**config.mk**
```make
export PLATFORM = sky130hd
export DESIGN_NAME = lidar_scan_heading_select
export DESIGN_NICKNAME = d
export VERILOG_FILES = /design/src/hw/rtl/lsh_pkg.sv /design/src/hw/rtl/lsh_cfg.sv /design/src/hw/rtl/lsh_scan_acc.sv /design/src/hw/rtl/lsh_heading.sv /design/src/hw/rtl/lidar_scan_heading_select.sv
export VERILOG_INCLUDE_DIRS = /design/src /design/src/hw/rtl
export SDC_FILE = /design/constraint.sdc
export NUM_CORES = 1
export LEC_CHECK = 0
export ABC_AREA = 1
export BUFFER_PORTS_ARGS = -buffer_cell sky130_fd_sc_hd__buf_2
export CAP_MARGIN = 20
export CORE_AREA = 2 2 253 255
export DETAILED_ROUTE_END_ITERATION = 16
export DIE_AREA = 0 0 255 257
export GPL_TIMING_DRIVEN = 0
export SYNTH_ARGS = -nofsm -noshare
export SYNTH_HDL_FRONTEND = slang
export SYNTH_SLANG_ARGS = --single-unit
export TNS_END_PERCENT = 100
```
**constraint.sdc**
```tcl
create_clock -name clk -period 10.2 [get_ports clk]
set_clock_uncertainty 0.15 [all_clocks]
set_input_delay 0.51 -clock clk [delete_from_list [all_inputs] [get_ports clk]]
set_output_delay 0.51 -clock clk [all_outputs]
set_load 0.02 [all_outputs]
```
**src/hw/rtl/lidar_scan_heading_select_assert.svh**
```systemverilog
// Assertion macros for the lidar scan heading selector.
// Expects clk and rst in the scope of each use.
`ifndef LIDAR_SCAN_HEADING_SELECT_ASSERT_SVH
`define LIDAR_SCAN_HEADING_SELECT_ASSERT_SVH

// same-cycle implication
`define LSH_ASSERT_NOW(label, ante, cons) \
  label: assert property (@(posedge clk) disable iff (rst) (ante) |-> (cons)) \
    else $error("lsh assertion failed");

// next-cycle implication
`define LSH_ASSERT_NEXT(label, ante, cons) \
  label: assert property (@(posedge clk) disable iff (rst) (ante) |=> (cons)) \
    else $error("lsh assertion failed");

`endif

```
**src/hw/rtl/lsh_pkg.sv**
```systemverilog
// Package for the lidar scan heading selector.
// Payload types, config register map, verdict codes and angle constants.
package lsh_pkg;

  localparam int RANGE_BITS       = 16;
  localparam int MAX_READINGS_DEF = 1024;
  localparam int CFG_INDEX_BITS   = 3;
  localparam int CFG_DATA_BITS    = 16;

  localparam logic [CFG_INDEX_BITS-1:0] REG_READINGS_USED = 3'd0;
  localparam logic [CFG_INDEX_BITS-1:0] REG_ANGLE_START   = 3'd1;
  localparam logic [CFG_INDEX_BITS-1:0] REG_ANGLE_STEP    = 3'd2;
  localparam logic [CFG_INDEX_BITS-1:0] REG_FAR_LIMIT     = 3'd3;
  localparam logic [CFG_INDEX_BITS-1:0] REG_NEAR_LIMIT    = 3'd4;
  localparam logic [CFG_INDEX_BITS-1:0] REG_VALID_FLOOR   = 3'd5;

  localparam logic [1:0] VERDICT_EMPTY    = 2'd0;
  localparam logic [1:0] VERDICT_OBSTACLE = 2'd1;
  localparam logic [1:0] VERDICT_GAP      = 2'd2;
  localparam logic [1:0] VERDICT_FARTHEST = 2'd3;

  // pi and pi/12 in units of 2^-12 rad
  localparam logic [14:0] HALF_TURN    = 15'd12868;
  localparam logic [14:0] TWELFTH_TURN = 15'd1072;

  typedef struct packed {
    logic [RANGE_BITS-1:0] range_mm;
    logic                  scan_end;
  } reading_t;

  typedef struct packed {
    logic               alarm;
    logic [1:0]         verdict;
    logic [9:0]         chosen_index;
    logic signed [15:0] heading;
  } result_t;

  typedef struct packed {
    logic [10:0]        readings_used;
    logic signed [15:0] angle_start;
    logic [9:0]         angle_step;
    logic [15:0]        far_limit;
    logic [15:0]        near_limit;
    logic [15:0]        valid_floor;
  } cfg_t;

endpackage

```
**src/hw/rtl/lsh_cfg.sv**
```systemverilog
// Configuration register file of the lidar scan heading selector.
// Uses lsh_pkg for the register map and cfg_t.
module lsh_cfg import lsh_pkg::*; (
  input  logic                      clk,
  input  logic                      rst,
  input  logic                      cfg_we,
  input  logic [CFG_INDEX_BITS-1:0] cfg_index,
  input  logic [CFG_DATA_BITS-1:0]  cfg_data,
  output cfg_t                      cfg
);

  always_ff @(posedge clk) begin
    if (rst) begin
      cfg.readings_used <= 11'd1024;
      cfg.angle_start   <= -16'sd12868;
      cfg.angle_step    <= 10'd26;
      cfg.far_limit     <= 16'd29000;
      cfg.near_limit    <= 16'd2000;
      cfg.valid_floor   <= 16'd150;
    end else if (cfg_we) begin
      unique case (cfg_index)
        REG_READINGS_USED: cfg.readings_used <= cfg_data[10:0];
        REG_ANGLE_START:   cfg.angle_start   <= $signed(cfg_data);
        REG_ANGLE_STEP:    cfg.angle_step    <= cfg_data[9:0];
        REG_FAR_LIMIT:     cfg.far_limit     <= cfg_data;
        REG_NEAR_LIMIT:    cfg.near_limit    <= cfg_data;
        REG_VALID_FLOOR:   cfg.valid_floor   <= cfg_data;
        default: ;
      endcase
    end
  end

endmodule

```
**src/hw/rtl/lsh_scan_acc.sv**
```systemverilog
// Per-reading scan accumulator and verdict register.
// Uses lsh_pkg; feeds the verdict code and source index to lsh_heading.
module lsh_scan_acc import lsh_pkg::*; #(
  parameter int MAX_READINGS = MAX_READINGS_DEF,
  localparam int IW = $clog2(MAX_READINGS),
  localparam int PW = $clog2(MAX_READINGS + 1)
) (
  input  logic          clk,
  input  logic          rst,
  input  cfg_t          cfg,
  input  logic          beat_valid,
  input  reading_t      beat,
  input  logic          hd_ready,
  output logic          take,
  output logic          vd_valid,
  output logic [1:0]    vd_code,
  output logic [IW-1:0] vd_index
);

  localparam int CW = PW > 11 ? PW : 11;
  localparam int LW = RANGE_BITS > 16 ? RANGE_BITS : 16;

  logic [PW-1:0] position, position_next;
  logic          seen_valid, seen_valid_next;
  logic          near_found, near_found_next;
  logic [IW-1:0] near_index, near_index_next;
  logic [RANGE_BITS-1:0] near_range, near_range_next;
  logic [IW-1:0] farthest_index, farthest_index_next;
  logic [RANGE_BITS-1:0] farthest_range, farthest_range_next;
  logic          gap_seen, gap_seen_next;
  logic [IW-1:0] run_start, run_start_next;
  logic [PW-1:0] run_length, run_length_next;
  logic [PW-1:0] best_length, best_length_next;
  logic [IW-1:0] best_centre, best_centre_next;

  logic          active, in_win, is_near, is_far, ext, close_better, slot_free;
  logic [IW-1:0] idx, cand_start, closed_centre;
  logic [PW-1:0] cand_len, closed_len;
  logic [LW-1:0] r, floor_l, near_l, far_l;
  logic [1:0]    code_next;
  logic [IW-1:0] index_next;

  assign slot_free = !vd_valid || hd_ready;
  assign take      = beat_valid && (!beat.scan_end || slot_free);

  always_comb begin
    r       = LW'(beat.range_mm);
    floor_l = LW'(cfg.valid_floor);
    near_l  = LW'(cfg.near_limit);
    far_l   = LW'(cfg.far_limit);
    active  = (CW'(position) < CW'(cfg.readings_used)) &&
              (CW'(position) < CW'(MAX_READINGS));
    idx     = position[IW-1:0];
    in_win  = (r >= floor_l) && (r <= far_l);
    is_near = (r >= floor_l) && (r <= near_l);
    is_far  = r >= far_l;
    ext     = active && is_far;

    // the far run as it stands after this reading, closed against the best one
    cand_start = ext ? ((run_length == '0) ? idx : run_start) : run_start;
    cand_len   = ext ? PW'(run_length + 1'b1) : run_length;
    close_better  = cand_len > best_length;
    closed_len    = close_better ? cand_len : best_length;
    closed_centre = close_better ? IW'(PW'(cand_start) + (cand_len >> 1)) : best_centre;

    seen_valid_next = seen_valid || (active && in_win);
    near_found_next = near_found;
    near_index_next = near_index;
    near_range_next = near_range;
    if (active && is_near && (!near_found || beat.range_mm < near_range)) begin
      near_found_next = 1'b1;
      near_index_next = idx;
      near_range_next = beat.range_mm;
    end
    farthest_index_next = farthest_index;
    farthest_range_next = farthest_range;
    if (active && (position == '0 || beat.range_mm > farthest_range)) begin
      farthest_index_next = idx;
      farthest_range_next = beat.range_mm;
    end
    gap_seen_next    = gap_seen || ext;
    run_start_next   = ext ? cand_start : run_start;
    run_length_next  = active ? (is_far ? cand_len : '0) : run_length;
    best_length_next = (active && !is_far) ? closed_len : best_length;
    best_centre_next = (active && !is_far) ? closed_centre : best_centre;
    position_next    = active ? PW'(position + 1'b1) : position;

    if (!seen_valid_next) begin
      code_next  = VERDICT_EMPTY;
      index_next = '0;
    end else if (near_found_next) begin
      code_next  = VERDICT_OBSTACLE;
      index_next = near_index_next;
    end else if (gap_seen_next) begin
      code_next  = VERDICT_GAP;
      index_next = closed_centre;
    end else begin
      code_next  = VERDICT_FARTHEST;
      index_next = farthest_index_next;
    end
  end

  always_ff @(posedge clk) begin
    if (rst || (take && beat.scan_end)) begin
      position       <= '0;
      seen_valid     <= 1'b0;
      near_found     <= 1'b0;
      near_index     <= '0;
      near_range     <= '0;
      farthest_index <= '0;
      farthest_range <= '0;
      gap_seen       <= 1'b0;
      run_start      <= '0;
      run_length     <= '0;
      best_length    <= '0;
      best_centre    <= '0;
    end else if (take) begin
      position       <= position_next;
      seen_valid     <= seen_valid_next;
      near_found     <= near_found_next;
      near_index     <= near_index_next;
      near_range     <= near_range_next;
      farthest_index <= farthest_index_next;
      farthest_range <= farthest_range_next;
      gap_seen       <= gap_seen_next;
      run_start      <= run_start_next;
      run_length     <= run_length_next;
      best_length    <= best_length_next;
      best_centre    <= best_centre_next;
    end
  end

  always_ff @(posedge clk) begin
    if (rst) begin
      vd_valid <= 1'b0;
    end else if (slot_free) begin
      vd_valid <= take && beat.scan_end;
    end
  end

  always_ff @(posedge clk) begin
    if (take && beat.scan_end) begin
      vd_code  <= code_next;
      vd_index <= index_next;
    end
  end

endmodule

```
**src/hw/rtl/lsh_heading.sv**
```systemverilog
// Heading unit: angle of the chosen reading plus offset, saturated, into the
// output register. Uses lsh_pkg for verdict codes, angle constants, result_t.
module lsh_heading import lsh_pkg::*; #(
  parameter int MAX_READINGS = MAX_READINGS_DEF,
  localparam int IW = $clog2(MAX_READINGS)
) (
  input  logic          clk,
  input  logic          rst,
  input  cfg_t          cfg,
  input  logic          vd_valid,
  input  logic [1:0]    vd_code,
  input  logic [IW-1:0] vd_index,
  output logic          hd_ready,
  output logic          verdict_valid,
  input  logic          verdict_stall,
  output result_t       result
);

  localparam int PRW = IW + 10;
  localparam int SW  = (PRW > 16 ? PRW : 16) + 2;
  localparam logic signed [SW-1:0] HMAX = SW'(32767);
  localparam logic signed [SW-1:0] HMIN = SW'(-32768);

  logic [PRW-1:0]       prod;
  logic [14:0]          offset;
  logic signed [SW-1:0] sum;
  logic signed [15:0]   sat;
  logic [IW+9:0]        index_ext;
  result_t              result_next;

  assign hd_ready = !verdict_valid || !verdict_stall;

  always_comb begin
    prod = {{10{1'b0}}, vd_index} * {{IW{1'b0}}, cfg.angle_step};
    case (vd_code)
      VERDICT_OBSTACLE: offset = HALF_TURN;
      VERDICT_FARTHEST: offset = TWELFTH_TURN;
      default:          offset = '0;
    endcase
    sum = $signed({{(SW-16){cfg.angle_start[15]}}, cfg.angle_start})
        + $signed({{(SW-PRW){1'b0}}, prod})
        + $signed({{(SW-15){1'b0}}, offset});
    if (sum > HMAX) begin
      sat = 16'sh7fff;
    end else if (sum < HMIN) begin
      sat = -16'sh8000;
    end else begin
      sat = sum[15:0];
    end
    index_ext = {10'b0, vd_index};

    result_next.alarm        = vd_code == VERDICT_OBSTACLE;
    result_next.verdict      = vd_code;
    result_next.chosen_index = index_ext[9:0];
    result_next.heading      = (vd_code == VERDICT_EMPTY) ? 16'sd0 : sat;
  end

  always_ff @(posedge clk) begin
    if (rst) begin
      verdict_valid <= 1'b0;
    end else if (hd_ready) begin
      verdict_valid <= vd_valid;
    end
  end

  always_ff @(posedge clk) begin
    if (vd_valid && hd_ready) begin
      result <= result_next;
    end
  end

endmodule

```
**src/hw/rtl/lidar_scan_heading_select.sv**
```systemverilog
// Top level of the lidar scan heading selector; uses lsh_pkg, lsh_cfg,
// lsh_scan_acc, lsh_heading and lidar_scan_heading_select_assert.svh.
//
// Takes one range reading per clock while reading_stall is low. Each reading updates a set of running
// registers in a single pass (closest near hit, farthest reading, current and
// longest far run), so there is no scan memory and no clearing after reset.
// The beat marked scan_end produces one result once it is accepted, passing
// through the input register, the verdict register, then the heading unit (one
// index times step multiply, add, saturate) into the output register. A
// stalled output backs up through these three registers before reading_stall
// rises; readings that do not end a scan keep flowing while the result waits.
module lidar_scan_heading_select import lsh_pkg::*; #(
  parameter int MAX_READINGS = MAX_READINGS_DEF
) (
  input  logic                      clk,
  input  logic                      rst,
  input  logic                      cfg_we,
  input  logic [CFG_INDEX_BITS-1:0] cfg_index,
  input  logic [CFG_DATA_BITS-1:0]  cfg_data,
  input  logic                      reading_valid,
  output logic                      reading_stall,
  input  reading_t                  reading,
  output logic                      verdict_valid,
  input  logic                      verdict_stall,
  output result_t                   result
);

  localparam int IW = $clog2(MAX_READINGS);

  `include "lidar_scan_heading_select_assert.svh"

  cfg_t          cfg;
  logic          beat_valid;
  reading_t      beat;
  logic          take;
  logic          hd_ready;
  logic          vd_valid;
  logic [1:0]    vd_code;
  logic [IW-1:0] vd_index;

  assign reading_stall = beat_valid && !take;

  always_ff @(posedge clk) begin
    if (rst) begin
      beat_valid <= 1'b0;
    end else if (!reading_stall) begin
      beat_valid <= reading_valid;
    end
  end

  always_ff @(posedge clk) begin
    if (reading_valid && !reading_stall) begin
      beat <= reading;
    end
  end

  lsh_cfg u_cfg (
    .clk       (clk),
    .rst       (rst),
    .cfg_we    (cfg_we),
    .cfg_index (cfg_index),
    .cfg_data  (cfg_data),
    .cfg       (cfg)
  );

  lsh_scan_acc #(.MAX_READINGS(MAX_READINGS)) u_acc (
    .clk        (clk),
    .rst        (rst),
    .cfg        (cfg),
    .beat_valid (beat_valid),
    .beat       (beat),
    .hd_ready   (hd_ready),
    .take       (take),
    .vd_valid   (vd_valid),
    .vd_code    (vd_code),
    .vd_index   (vd_index)
  );

  lsh_heading #(.MAX_READINGS(MAX_READINGS)) u_heading (
    .clk           (clk),
    .rst           (rst),
    .cfg           (cfg),
    .vd_valid      (vd_valid),
    .vd_code       (vd_code),
    .vd_index      (vd_index),
    .hd_ready      (hd_ready),
    .verdict_valid (verdict_valid),
    .verdict_stall (verdict_stall),
    .result        (result)
  );

  // input only backs up behind a scan end with the verdict slot full
  `LSH_ASSERT_NOW(a_stall_cause, reading_stall, beat_valid && beat.scan_end && vd_valid)
  // a taken scan end always lands in the verdict register
  `LSH_ASSERT_NEXT(a_end_to_verdict, take && beat.scan_end, vd_valid)
  // empty verdict carries index and heading of zero, alarm only on obstacle
  `LSH_ASSERT_NOW(a_result_shape, verdict_valid,
    (result.alarm == (result.verdict == VERDICT_OBSTACLE)) &&
    (result.verdict != VERDICT_EMPTY ||
     (result.heading == 16'sd0 && result.chosen_index == 10'd0)))

endmodule
```
# Yosys cells after proc, flatten, opt, wreduce, memory -nomap -nowiden

Cells that the tools add are included.

Bitwise operators: 1
Multipliers: 1
Reductions and logical operators: 48
Equality and inequality tests: 7
Muxes and demuxes: 15
Divide/modulo/power cells: 0
Add/sub/neg operators: 5
Shift-type cells: 0
Order comparisons: 11

Operators by type and width:

| operator                                                        | count |
|---|---|
| two-way mux 10 bit                                              | 7 |
| greater-or-equal comparator 16 bit                              | 2 |
| less-or-equal comparator 16 bit                                 | 2 |
| case mux 14 bit (2 select lines)                                | 1 |
| adder 11 x 1 -> 11 bit, second input constant                   | 2 |
| adder 16 x 21 -> 22 bit                                         | 1 |
| adder 22 x 15 -> 22 bit                                         | 1 |
| greater-than comparator 22 x 16 -> 1 bit, second input constant | 1 |
| zero test 11 bit                                                | 2 |
| less-than comparator 22 x 16 -> 1 bit, second input constant    | 1 |
| two-way mux 11 bit                                              | 2 |
| AND reduction 2 bit                                             | 11 |
| multiplier 10 x 10 -> 20 bit                                    | 1 |
| greater-than comparator 16 bit                                  | 1 |
| less-than comparator 16 bit                                     | 1 |
| two-way mux 16 bit                                              | 1 |
| two-way mux 15 bit                                              | 1 |
| logical AND 1 bit                                               | 14 |
| greater-than comparator 11 bit                                  | 1 |
| less-than comparator 11 bit                                     | 1 |
| less-than comparator 11 bit, second input constant              | 1 |
| adder 10 bit                                                    | 1 |
| zero test 1 bit                                                 | 8 |
| logical OR 1 bit                                                | 8 |
| 11 further kinds                                                | 16 |

Input port bits: 41
Bits in latches: 0
Bits in registers: 254
RAM bits: 0
Output and inout bits: 31
Word-level logic and storage cells: 119
Memories: 0
Memory bits (read-only): 0

# Logic depth before layout (Yosys ltp)

Gate-level depths: netlist of the first run.

Word-level depth: 9
Depth in mapped cells: 38
Gate-level depth less buffers: 36

# Modules after synthesis

Synthesis of the first run repeated with hierarchy kept, for this count alone.

Cell total of the unflattened synthesis: 2490
Area, all modules: 18594.1 µm²

By module, submodules not included:

| module                    | times used | cells each | seq. area each (µm²) | area each (µm²) |
|---|---|---|---|---|
| lsh_scan_acc              | 1          | 1173       | 2542.4               | 8406.8 |
| lsh_heading               | 1          | 829        | 890.9                | 6307.3 |
| lsh_cfg                   | 1          | 464        | 1701.6               | 3323.2 |
| lidar_scan_heading_select | 1          | 24         | 530.5                | 556.8 |

# Least setup slack after synthesis of the first run

Ideal clock, no wire load.

Path type: flip-flop to flip-flop
From: reg u_acc.vd_index[5]
To: reg, netlist name u_heading.result[10]
Arrival: 6696 ps
Clock period less this slack: 7124 ps
Buffers on the path: 2
Library setup time: 279 ps
Setup slack: 3076 ps
Required time: 9771 ps
Cell stages (with the launch flop): 36
Cell sequence: edfxtp_1 -> clkbuf_1 -> nand2_1 -> fa_1 -> inv_1 -> fa_1 -> inv_1 -> fa_1 -> inv_1 -> fa_1 -> inv_1 -> fa_1 -> inv_1 -> ha_1 -> nand2_1 -> a21oi_1 -> a211oi_1 -> o21ai_0 -> a21boi_0 -> o21ai_0 -> nand2_1 -> nand2_1 -> xor2_1 -> ha_1 -> ha_1 -> a21oi_1 -> o21ai_0 -> a21oi_1 -> nand2_2 -> xnor2_1 -> nand2_1 -> nor2_1 -> nand3_1 -> nand2_2 -> buf_6 -> a21oi_2

Longest elaborated chain between the ends: 6
Elaborated cells on any way between the ends: 7
Classes of those cells: 2 x add/sub; 1 x mul; 2 x order compare; 2 x mux

RTL lines:

| element                               | line                | source |
|---|---|---|
| start, declared                       | lsh_scan_acc.sv:17  | `output logic [IW-1:0] vd_index` |
| start signal, assigned                | lsh_scan_acc.sv:144 | `vd_index <= index_next;` |
| multiplier 10 x 10 -> 20 bit (*)      | lsh_heading.sv:34   | `prod = {{10{1'b0}}, vd_index} * {{IW{1'b0}}, cfg.angle_step};` |
| adder 16 x 21 -> 22 bit (*)           | lsh_heading.sv:41   | `+ $signed({{(SW-PRW){1'b0}}, prod})` |
| adder 22 x 15 -> 22 bit (*)           | lsh_heading.sv:42   | `+ $signed({{(SW-15){1'b0}}, offset});` |
| less-than comparator 22 x 16 -> 1 bit | lsh_heading.sv:45   | `end else if (sum < HMIN) begin` |
| two-way mux 16 bit                    | lsh_heading.sv:45   |  |
| two-way mux 15 bit (*)                | lsh_heading.sv:43   | `if (sum > HMAX) begin` |

Mark *: on every way between the ends. The rest lies on a longest branch, timed or not.
A chain may end at the register's enable or synchronous reset.

# Final worst setup path of the first run

From: reg u_acc.vd_index[1]
To: reg, netlist name u_heading.result[11]

Longest elaborated chain between the ends: 6
Elaborated cells on any way between the ends: 7
Classes of those cells: 2 x add/sub; 1 x mul; 2 x order compare; 2 x mux

RTL lines:

| element                               | line |
|---|---|
| multiplier 10 x 10 -> 20 bit (*)      | lsh_heading.sv:34 |
| adder 16 x 21 -> 22 bit (*)           | lsh_heading.sv:41 |
| adder 22 x 15 -> 22 bit (*)           | lsh_heading.sv:42 |
| less-than comparator 22 x 16 -> 1 bit | lsh_heading.sv:45 |
| two-way mux 16 bit                    | lsh_heading.sv:45 |
| two-way mux 15 bit (*)                | lsh_heading.sv:43 |

Marked as above.

==> impl_metrics.yaml, run 1 <==
status:
  status: "finished, final reports clean"
placed_design:
  io_buffers: 70
  gp_congestion: 0.885
  post-dp-hpwl_um: 37700
clock_network:
  htree_levels: 1
  cts_setup_buffers: 0
  root_buffer: "clkbuf_16"
  worstSkewPairLatency_ns: 0.58
  clock_sinks: 254
  path_clk_slew_ns: 0.07
  cts_made_buffers: 29
  postCtsResizedCells: 0
  cts_max_path_buffers: 3
  cts_tree: "built"
timing:
  timing.setup.tns_ns: 0
  max_freq_mhz: 119
  finalHoldViolations: 0
  min_period_over_period_pct: 82.3
  relSlewSlack_pct: 40.6
  drv_slew: 0
  setup_viol: 0
  tightest_slew_ns: 0.890
  grt_setup_unrepaired: "no"
  period_needed_ns: 8.40
final_layout:
  layout_commonest_cell: "nand2_1"
  syn_to_final_growth_pct: 14.6
  layout.nets: 2799
  layout_common_cells: "485 x nand2_1, 382 x inv_1, 202 x nor2_1"
  drive_gt1_share_pct: 7.97
  antenna_cells: 0
route:
  drtIter0Drc: 1041
  ant_nets: 0
  viasPerCell: 4.56
  drt_pass1_iterations: 5
  drc: 0
  vias: 15300
  wl_per_cell_um: 14.5
  routed_wl_um: 48600
global_route:
  grt_usage_pct: 15.0
  overflow: 0
  grt_pass1_vias: 14800
  grt_pass1_wl_um: 78900
  antenna_found_initial: 0
  grt_max_degree: 20
critical_path:
  cp_common_cell: "nand2_1"
  crit_fanout: 10
  worstPathArrival_ns: 8.53
  start_kind: "register"
  slowest_delay_ns: 0.59
  r2r-start: "u_acc.vd_index[1]"
  crit_family: "adder cells"
  critPathBufInv: 6
  crit_start: "u_acc.vd_index[1]"
  cp_slowest_cell: "clkbuf_1"
  cp-end-kind: "register"
  required_ns: 10.33
  path_class: "reg -> reg"
worst_hold_path:
  hp-start: "cfg_data[11]"
  hp-class: "in -> reg"
die:
  die-area_um2: 65500
  num_io_pins: 72
  core_area_um2: 62700
  fp.dieH_um: 257
  initial_utilization_pct: 28.8
  die_w_um: 255
  core.rowCount: 92
power:
  leakage_nw: 9.82
  power_mw: 4.31
  switchingPower_mw: 1.78
  p_seq_share_pct: 26.8
  intPower_mw: 2.53
  swShare_pct: 41.2
  irDropWorstVdd_uv: 161
  powerDensity_nw_per_um2: 208
  power_frac_clock_pct: 25.7
  p_comb_share_pct: 47.5
flow_run:
  drv_cap: 0
synth:
  yosysSeqAreaShare_pct: 31.3
  avgSynthCellArea_um2: 7.65
  synth_enable_flop_cells: 58
  syn_nets: 2679
  synthFlopType: "dfxtp_1"
  syn-cell-area_um2: 18100
  yosysWarnings: 0
  ys_types: 53
  synth_async_sr_flop_share_pct: 0
  syn_inst: 2366
  ys_ff_latch: 254
-- cell usage after synthesis, drive strengths merged, types with 2 or more instances --
| cell type | instances | share of area (%) |
|---|---|---|
| a211oi | 4 | 0.17 |
| a21o | 6 | 0.25 |
| a21oi | 209 | 6.1 |
| a31oi | 5 | 0.17 |
| buf | 20 | 0.72 |
| clkbuf | 59 | 1.2 |
| clkinv | 3 | 0.062 |
| dfxtp | 196 | 22 |
| edfxtp | 58 | 9.6 |
| fa | 72 | 8.0 |
| ha | 200 | 14 |
| inv | 397 | 8.3 |
| nand2 | 498 | 11 |
| nand3 | 84 | 2.7 |
| nand3b | 27 | 1.1 |
| nand4 | 19 | 0.66 |
| nor2 | 210 | 4.7 |
| nor3 | 17 | 0.55 |
| nor3b | 3 | 0.15 |
| o211ai | 30 | 1.2 |
| o21a | 3 | 0.12 |
| o21ai | 188 | 5.2 |
| o21bai | 2 | 0.083 |
| o31ai | 3 | 0.12 |
| or2 | 2 | 0.069 |
| xnor2 | 19 | 0.92 |
| xor2 | 27 | 1.3 |
-- state kept, by name, indices dropped and copies added, names as in the netlist, 2 cells and up --
signal	flops
u_cfg.cfg	85
u_heading.result	29
beat	17
u_acc.farthest_range	16
u_acc.near_range	16
u_acc.best_length	11
u_acc.position	11
u_acc.run_length	11
u_acc.best_centre	10
u_acc.farthest_index	10
u_acc.near_index	10
u_acc.run_start	10
u_acc.vd_index	10
u_acc.vd_code	2
-- per-layer routing --
metal	wire [um]	global-route usage [%]
met5	0	0
met2	22300	25.0
met4	823	2.97
met3	2040	2.18
met1	23400	20.6
-- stage by stage --
stage | hold slack, ns | setup slack (ns) | cell area, um^2 | util [%] | instances
after floorplan | 0.274 | 3.08 | 18100 | - | 2366
after global routing | 0.0957 | 1.18 | 20700 | 33.0 | 3355
final | 0.104 | 1.80 | 20700 | 33.0 | 3355
after global placement | 0.287 | 1.88 | 19500 | 31.1 | 3282
after detailed placement | 0.285 | 1.90 | 19500 | 31.1 | 3283
after CTS | 0.0800 | 1.85 | 20700 | 33.0 | 3355
-- final timing paths --
path,to,slack [ns],cells after the start
worst max-delay path,u_heading.result[11],1.80,36
worst min-delay path,u_cfg.cfg[69],0.10,3
worst max register to register,u_heading.result[11],1.80,36
worst min register to register,u_heading.result[22],0.30,0
-- power groups by stage --
| stage | logic [mW] | clock network (mW) | registers, mW |
|---|---|---|---|
| 2_1_floorplan | 1.59 | 0 | 1.17 |
| 3_3_place_gp | 2.05 | 0 | 1.18 |
| 3_5_place_dp | 2.05 | 0 | 1.18 |
| 4_1_cts | 2.06 | 1.13 | 1.16 |
| 5_1_grt | 2.34 | 1.17 | 1.16 |
| 6_report | 2.05 | 1.11 | 1.16 |
-- worst reg2reg max path, delay by kind of cell (launching register included) --
kind	cells	cell delay (ns)
AO/OA/AOI/OAI	6	0.97
AND/OR/NAND/NOR	15	1.59
flip-flops	1	0.38
XOR/XNOR	1	0.31
buffers and inverters	6	1.03
adder cells (fa/ha/maj)	8	3.70
-- what timing repair did --
action,4_1_cts,5_1_grt
hold endpoints to repair,18,0
hold buffers,18,0
endpoints found under the setup margin,0,0
-- layout make-up --
cell class                      count  area, um^2
Clock inverter                     10         140
Fill cell                        6660       42000
Inverter                          400        1510
Sequential cell                   254        5670
Buffer                             79         352
Timing Repair Buffer               89         558
Tap cell                          846        1060
Multi-Input combinational cell   1633       10600
Clock buffer                       44         863
-- logic make-up after synthesis --
logic type	Yosys count	synth area share (%)
flip-flops	254	31.3
buffers and inverters	479	10.3
adder cells (fa/ha/maj)	272	21.8
XOR/XNOR	46	2.27
AO/OA/AOI/OAI	453	13.6
AND/OR/NAND/NOR	862	20.7
Note: power is estimated with default switching activity, not from simulation.
==> inputs of run 2 (changes only) <==
--- a/config.mk
+++ b/config.mk
@@ -6,12 +6,12 @@
 export SDC_FILE = /design/constraint.sdc
 export NUM_CORES = 1
 export LEC_CHECK = 0
-export ABC_AREA = 1
+export ABC_AREA = 0
 export BUFFER_PORTS_ARGS = -buffer_cell sky130_fd_sc_hd__buf_2
 export CAP_MARGIN = 20
-export CORE_AREA = 2 2 253 255
+export CORE_AREA = 2 2 248 250
 export DETAILED_ROUTE_END_ITERATION = 16
-export DIE_AREA = 0 0 255 257
+export DIE_AREA = 0 0 250 252
 export GPL_TIMING_DRIVEN = 0
 export SYNTH_ARGS = -nofsm -noshare
 export SYNTH_HDL_FRONTEND = slang
==> constraint.sdc (replaced) <==
create_clock -name clk -period 7.2 [get_ports clk]
set_clock_uncertainty 0.15 [all_clocks]
set_input_delay 0.36 -clock clk [delete_from_list [all_inputs] [get_ports clk]]
set_output_delay 0.36 -clock clk [all_outputs]
set_load 0.02 [all_outputs]
==> impl_metrics.yaml, run 2 <==
status:
  status: "finished, violations left"
  violations: "negative setup slack"
synth:
  avgSynthCellArea_um2: 8.91
  yosysWarnings: 0
  synthXorXnorAreaFrac_pct: 3.14
  synth_async_sr_flop_share_pct: 0
  yosysMostFrequentCell: "nand2_1"
  synth_compound_area_share_pct: 12.9
  synth-simple-area-share_pct: 16.5
  yosysTopAreaCellShare_pct: 22.7
  syn-cell-area_um2: 17300
  synthFlopType: "dfxtp_1"
  synth.area.top_cells: "dfxtp_1 23%, ha_1 14%, edfxtp_1 10%, fa_1 8.3%, nand2_1 6.2%"
  syn_nets: 2250
  synth_top_family_by_area: "adder cells"
  synth_mux_area_share_pct: 5.29
  synth_top_area_cell: "dfxtp_1"
  ys_ff_latch: 254
  ys_top_cells_by_count: "286 x nand2_1, 207 x inv_1, 200 x ha_1"
  syn_inst: 1937
  synth-adder-area-share_pct: 22.8
  ys_types: 71
  synth_enable_flop_cells: 58
  yosysSeqAreaShare_pct: 32.8
critical_path:
  crit_fanout: 7
  slowest_delay_ns: 0.62
  required_ns: 7.37
  start_kind: "register"
  cp-end-kind: "register"
  worstPathArrival_ns: 7.93
  crit_family: "adder cells"
  critPathBufInv: 8
  cp_slowest_cell: "fa_1"
  path_class: "reg -> reg"
  cp_common_cell: "fa_1"
final_layout:
  multi_input_area_um2: 10700
  n_fill_cell: 6218
  regMostFlops: "u_cfg.cfg"
  post-route-util_pct: 34.1
  layout_commonest_cell: "nand2_1"
  layout.nets: 2408
  drive_gt1_share_pct: 11.6
  largestRegisters: "u_cfg.cfg x85, u_heading.result x29, beat x17"
  layout_common_cells: "284 x nand2_1, 205 x inv_1, 192 x dfxtp_1"
  stdcell_area_um2: 20500
  largest_reg_flops: 85
  seq_area_um2: 5670
  syn_to_final_growth_pct: 18.9
route:
  viasPerCell: 4.81
  drt_pass1_iterations: 5
  wl_per_cell_um: 15.9
  drtIter0Drc: 774
  ant_nets: 0
  routed_wl_um: 46300
  vias: 14000
  drc: 0
global_route:
  antenna_found_initial: 3
  overflow: 0
  grt_pass1_wl_um: 74300
  grt_usage_pct: 14.7
  grt_max_degree: 25
  grt_pass1_vias: 14000
placed_design:
  dpl_worst_slack_ns: -1.14
  io_buffers: 70
  placed_area_um2: 18700
  post-dp-hpwl_um: 35800
  gp_congestion: 0.832
die:
  die_w_um: 250
  core.rowCount: 90
  fp.dieH_um: 252
  die-area_um2: 63000
  core_area_um2: 60100
  num_io_pins: 72
  initial_utilization_pct: 28.7
timing:
  min_period_over_period_pct: 108
  setup_viol: 15
  max_freq_mhz: 129
  drv_slew: 0
  whs_ns: 0.126
  finalHoldViolations: 0
  setup_slack_ns: -0.563
  timing.setup.tns_ns: -7.71
  grt_setup_unrepaired: "yes"
  period_needed_ns: 7.76
  tightest_slew_ns: 0.970
  relSlewSlack_pct: 35.0
worst_hold_path:
  hp-class: "in -> reg"
power:
  intPower_mw: 4.09
  swShare_pct: 37.2
  irDropWorstVdd_uv: 448
  switchingPower_mw: 2.42
  power_frac_clock_pct: 24.9
  p_comb_share_pct: 50.2
  leakage_nw: 9.13
  powerDensity_nw_per_um2: 317
  p_seq_share_pct: 24.9
flow_run:
  drv_cap: 0
clock_network:
  cts_tree: "built"
  cts_max_path_buffers: 3
  clock_sinks: 254
  root_buffer: "clkbuf_16"
  path_clk_slew_ns: 0.07
  cts_made_buffers: 30
  worstSkewPairLatency_ns: 0.58
  htree_levels: 1
run 2: changes by cell type after synthesis, moves of 26 or more:
cell / delta
mux2i_1: +71
nor2_1: -70
nand3_1: -58
o21ai_0: -124
nand2_1: -199
and2_1: +56
o211ai_1: -26
inv_1: -175
a21oi_1: -53
a21o_1: +37
run 2: cell type report:
class,instances,area share [%]
buffer,81,1.99
antenna,4,0.0487
timing repair buffer,131,4.44
clock inverter,17,1.04
inverter,207,3.78
tap,782,4.77
clock buffer,39,4.11
multi-input combinational,1390,52.2
sequential,254,27.6
run 2: per-layer routing:
layer	track usage (%)	up-vias	part of all wire [%]
met2	25.9	272	48
li1	-	6875	-
met4	3.87	0	2.6
met1	18.9	6750	45
met5	0	-	0
met3	1.67	77	4.5
run 2: logic make-up after synthesis:
kind of cell             count (synthesis)
adder cells (fa/ha/maj)                272
AND/OR/NAND/NOR                        618
AO/OA/AOI/OAI                          349
XOR/XNOR                                62
buffers and inverters                  293
flip-flops                             254
multiplexers                            89
run 2: path summary, 6_finish.rpt:
| kind | slack, ns | depth (start not counted) | end | start |
|---|---|---|---|---|
| min | 0.13 | 4 | u_cfg.cfg[48] | cfg_index[0] |
| min reg2reg | 0.30 | 2 | u_cfg.cfg[50] | u_cfg.cfg[50] |
| max reg2reg | -0.56 | 33 | u_heading.result[1] | u_acc.vd_index[7] |
| max | -0.56 | 33 | u_heading.result[1] | u_acc.vd_index[7] |
run 2: per-stage QoR:
step	total power, mW	std cells
after global placement	4.37	2789
after detailed placement	4.42	2790
after floorplan	3.85	1937
after global routing	6.96	2901
after CTS	6.48	2899
final	6.51	2905
run 2: worst reg2reg max path, delay by kind of cell, from the launching register on:
family	cells	cell delay, ns
adder cells (fa/ha/maj)	8	3.55
buffers and inverters	8	0.62
AO/OA/AOI/OAI	11	1.84
AND/OR/NAND/NOR	4	0.74
flip-flops	1	0.39
XOR/XNOR	2	0.23
run 2: timing repair:
| item | 4_1_cts | 5_1_grt |
|---|---|---|
| setup buffers | 22 | 1 |
| hold buffers | 35 | 0 |
| endpoints found under the setup margin | 16 | 16 |
| resized for setup | 35 | 16 |
| hold endpoints to repair | 93 | 0 |
| cloned | 1 | 0 |
| pin swaps | 19 | 15 |
run 2: power groups by stage:
| stage | Clock [mW] | Sequential, mW | Combinational (mW) |
|---|---|---|---|
| 6_report | 1.62 | 1.62 | 3.27 |
| 5_1_grt | 1.72 | 1.62 | 3.61 |
| 4_1_cts | 1.66 | 1.62 | 3.20 |
| 3_5_place_dp | 0 | 1.65 | 2.77 |
| 3_3_place_gp | 0 | 1.65 | 2.72 |
| 2_1_floorplan | 0 | 1.65 | 2.20 |
